[src/design/assert_macros.svh]
// Assertion macros used by the intern table top level
`ifndef ASSERT_MACROS_SVH
`define ASSERT_MACROS_SVH

// condition on the same edge
`define ASSERT_IMPL(label, pre, post) \
  label: assert property (@(posedge clk) disable iff (rst) (pre) |-> (post)) \
    else $error("assertion failed");

// condition in the next cycle
`define ASSERT_NEXT(label, pre, post) \
  label: assert property (@(posedge clk) disable iff (rst) (pre) |=> (post)) \
    else $error("assertion failed");

`endif

[src/design/hsit_ram.sv]
// Generic single write port, single read port RAM with registered read
`default_nettype none
module hsit_ram #(
  parameter int WIDTH = 8,
  parameter int DEPTH = 64
) (
  input  wire logic                     clk,
  input  wire logic                     we,
  input  wire logic [$clog2(DEPTH)-1:0] waddr,
  input  wire logic [WIDTH-1:0]         wdata,
  input  wire logic [$clog2(DEPTH)-1:0] raddr,
  output logic      [WIDTH-1:0]         rdata
);
  logic [WIDTH-1:0] mem [DEPTH];

  always_ff @(posedge clk) begin
    if (we) begin
      mem[waddr] <= wdata;
    end
    rdata <= mem[raddr];
  end
endmodule
`default_nettype wire
[config.mk]
export PLATFORM = sky130hd
export DESIGN_NAME = hsit_ram
export DESIGN_NICKNAME = d
export VERILOG_FILES = /design/src/design/assert_macros.svh /design/src/design/hsit_ram.sv
export SDC_FILE = /design/constraint.sdc
export NUM_CORES = 1
export LEC_CHECK = 0
export ABC_AREA = 1
export BUFFER_PORTS_ARGS = -buffer_cell sky130_fd_sc_hd__buf_2
export CORE_MARGIN = 1
export CORE_UTILIZATION = 30
export CTS_BUF_LIST = sky130_fd_sc_hd__clkbuf_2 sky130_fd_sc_hd__clkbuf_4 sky130_fd_sc_hd__clkbuf_8
export DETAILED_ROUTE_END_ITERATION = 6
export GPL_ROUTABILITY_DRIVEN = 0
export PLACE_DENSITY = 0.4
export SLEW_MARGIN = 0
export SYNTH_ARGS = -nofsm -noshare
export SYNTH_HDL_FRONTEND = slang
export SYNTH_SLANG_ARGS = --single-unit
export TNS_END_PERCENT = 20
[constraint.sdc]
create_clock -name clk -period 2.48 [get_ports clk]
set_input_delay 0.124 -clock clk [delete_from_list [all_inputs] [get_ports clk]]
set_output_delay 0.124 -clock clk [all_outputs]
set_load 0.01 [all_outputs]
==> run summary <==
The flow ran to the end, and the final reports show no timing, DRC or antenna violations. The CTS root buffer is sky130_fd_sc_hd__clkbuf_8. The total area of multi-input combinational cells is 0.00496 mm2. Across every metal layer, demand over resource in global routing totals 0.182. The most used flip-flop cell after synthesis is sky130_fd_sc_hd__edfxtp_1. The timing-limited maximum frequency is ~530 MHz. In this run the number of cells on the critical path is 7.

The die span in x is 269 um. The total number of H-tree levels is 3. The min-delay analysis places its worst path in the category in -> reg. STA classifies the critical path startpoint as an input port. The share of the synthesized area in the top cell type is 0.720. The synthesis warning total is 0. In this run the count of I/O pins placed on the die edge is 30. In the final layout, the share of cells above drive strength 1 is 0.139. The area of the core is 0.0701 mm2.

The initial standard-cell utilization of the core is 0.304. With fillers left out, the area of the finished cells amounts to about 0.025 mm2. The worst path setup slack after routing is 0.581 ns.

The total via count in the routed design is between 10000 and 15000. The total setup violations reported at the end of the flow came out at 0. The final net count came out at 1957. The count of standard-cell rows came out at 97. The clock tree from TritonCTS is yes.

The power density over the cells is 754 mW/mm2. The area of the mapped netlist came out at 0.0213 mm2. The global-route congestion overflow total came out at 0. The final routed DRC violation total is 0. The global-route wire length before repair came out at approximately 95000 um. The first routing iteration left 1315 violations.

Entering global routing, the biggest net connects between 100 and 150 pins. The routed length on met3 came out at 2780 um. The count of buffering cells on the critical path with inverters included came out at 4. The transition time at the pin with the least slew margin is just over 0.8 ns. The leakage power summed over all cells is 8.99 nW.

The largest voltage drop on the vdd net is 0.320 mV. Among cell families on the critical path, the largest total delay comes from buffers and inverters. The setup skew after layout came out at approximately 0.029 ns. For this design, the sink count on the clock tree is between 500 and 600. In the final layout, flip-flops and latches occupy 0.0155 mm2. The via count of the first global-routing pass came out at between 10000 and 15000. Counting instances, the worst hold path has a depth of 1. The maximum single-stage delay on the critical path is slightly below 0.6 ns. In this run, synthesis inferred about 510 flip-flops with an integrated enable. The first detailed-routing pass ran for 5 iterations. The number of max-capacitance violations reported is 0. The count of buffers inserted at the top-level ports came out at 29. The shortest clock period the worst path allows after layout came out at 1.90 ns. The detailed-route wire length on metal 1 came out at between 30000 and 40000 um.

The detailed router used layers up to and including met5. The number of failing hold endpoints at the final stage came to 0. For this design, the slowest cell found on the critical path is sky130_fd_sc_hd__inv_1.

The synthesized area per cell came out at between 10 and 15 um2. Once detailed placement completed, the half-perimeter wirelength came to 38600 um. The final cell count without fillers came out at between 2000 and 3000.

By startpoint and endpoint, the worst setup path is classified as in -> reg. The height of the chip is 269 um. The pre-CTS setup slack is roughly 0.52 ns. Setup repair after global routing left no endpoint under its margin. The sum of negative setup slack came out at 0 ns. Of the available clock period, the critical path in the final layout requires 0.766.

The detailed-route vias per instance is 4.80. Yosys instantiated no cell more often than sky130_fd_sc_hd__nand2_1. The highest net fanout along the worst path came out at 17.

The total CTS buffers came out at 90. Counting instances in the post-synthesis netlist gives the leading cell types as sky130_fd_sc_hd__nand2_1, sky130_fd_sc_hd__edfxtp_1, sky130_fd_sc_hd__nand3_1, sky130_fd_sc_hd__nor2_1, sky130_fd_sc_hd__buf_2. The worst hold slack came out at around 0.064 ns.

By area the synthesized netlist is led by sky130_fd_sc_hd__edfxtp_1, sky130_fd_sc_hd__nand2_1, sky130_fd_sc_hd__nand3_1, sky130_fd_sc_hd__buf_6, sky130_fd_sc_hd__nor2_1. The post-route core utilization came out at 0.354. The fill cell total of the finished layout is just over 7000. The synthesized flop and latch total is 520. The final number of max-transition violations came to 0.

Traced cell by cell, the critical path runs through dlygate4sd3_1, buf_2, inv_1, nand3_1, nand3_1, dlygate4sd3_1, nand2_1. The number of antenna violations at the first check in global routing came out at 4. The endpoint required time on the critical path is 3.05 ns. The worst slew slack as a fraction of its limit is 0.460. The detailed-routed wire length on met2 came out at ~30000 um. The CTS clock-pin slew for the worst setup and hold paths came out at 0.06 ns. The number of buffers between clock root and the deepest sink came out at 3. The final antenna-violating net count came out at 0. Data on the critical path arrives at its endpoint at 2.47 ns. The total design power came out at about 19 mW.

The netlist uses 16 different library cells. Compared with the post-synthesis result, the final layout area differs by 16.3%. The cell count after placement came out at 2774.

The total nets after synthesis came out at roughly 1800. For this run, the register share of the synthesized area comes to 0.728. The largest total area in the synthesized netlist belongs to sky130_fd_sc_hd__edfxtp_1.

Once placement finished, the instance area stood at roughly 0.023 mm2. The overall routed net length came out at 64800 um. The worst setup path is captured at a flop. The fraction of synthesis flops using an asynchronous set or reset pin is 0.

The wire length per cell is 22.0 um. The cell count of the worst reg-to-reg path came out at 9. The die footprint came out at between 0.07 and 0.08 mm2. The clock insertion delay at the later pin of the skew report is around 0.7 ns. Synthesis produced approximately 1800 cells.
[state kept, by name (all words and copies together), names as in the netlist]
signal,count
mem,512
rdata,8
[path summary, 6_finish.rpt]
path	from	end	slack, ns
min reg2reg	mem[0][5]	rdata[5]	0.85
max reg2reg	mem[43][6]	rdata[6]	0.73
min	wdata[3]	mem[2][3]	0.06
max	raddr[4]	rdata[6]	0.58
[metal layers]
| layer | global-route usage | vias up |
|---|---|---|
| met5 | 0 | - |
| met4 | 0.0513 | 2 |
| met3 | 0.0311 | 93 |
| met2 | 0.282 | 363 |
| met1 | 0.262 | 7055 |
| li1 | - | 6621 |
[cells in the final DEF (no fill, tap or decap)]
| cell | instances |
|---|---|
| sky130_fd_sc_hd__buf_12 | 22 |
| sky130_fd_sc_hd__buf_2 | 27 |
| sky130_fd_sc_hd__buf_4 | 92 |
| sky130_fd_sc_hd__bufinv_16 | 3 |
| sky130_fd_sc_hd__clkbuf_4 | 20 |
| sky130_fd_sc_hd__clkbuf_8 | 96 |
| sky130_fd_sc_hd__clkinv_1 | 27 |
| sky130_fd_sc_hd__clkinv_2 | 11 |
| sky130_fd_sc_hd__clkinvlp_4 | 1 |
| sky130_fd_sc_hd__dfxtp_1 | 8 |
| sky130_fd_sc_hd__diode_2 | 2 |
| sky130_fd_sc_hd__dlygate4sd3_1 | 9 |
| sky130_fd_sc_hd__edfxtp_1 | 512 |
| sky130_fd_sc_hd__inv_1 | 9 |
| sky130_fd_sc_hd__inv_2 | 1 |
| sky130_fd_sc_hd__inv_4 | 1 |
| sky130_fd_sc_hd__inv_8 | 1 |
| sky130_fd_sc_hd__nand2_1 | 648 |
| sky130_fd_sc_hd__nand3_1 | 439 |
| sky130_fd_sc_hd__nand4_1 | 9 |
| sky130_fd_sc_hd__nor2_1 | 56 |
| sky130_fd_sc_hd__nor4_1 | 6 |
| sky130_fd_sc_hd__nor4_2 | 2 |
[power by group]
group	switching (mW)	total (mW)	internal [mW]
combinational	0.935	1.28	0.344
clock	3.53	7.65	4.13
sequential	0.0424	9.77	9.73
total	4.50	18.7	14.2
[cells by family (layout without fill, tap and decap cells)]
kind of cell | after synthesis | in the layout | synth area share
buffers and inverters | 125 | 320 | 0.0402
other | 0 | 2 | 0
AND/OR/NAND/NOR | 1160 | 1160 | 0.232
flip-flops | 520 | 520 | 0.728
[area by class of cell]
cell class,instances,area share
clock inverters,42,0.0102
diodes,2,0.000202
clock buffers,115,0.0587
inverters,12,0.00222
repair buffers,151,0.0552
flip-flops and latches,520,0.626
multi-input cells,1160,0.200
well taps,940,0.0474
[timing repair]
| action | in CTS | in global routing |
|---|---|---|
| gates resized for setup | 0 | 0 |
| hold buffers | 9 | 0 |
| setup buffers | 0 | 0 |
| endpoints found under the hold margin | 199 | 0 |
Note: power is estimated with default switching activity, not from simulation.
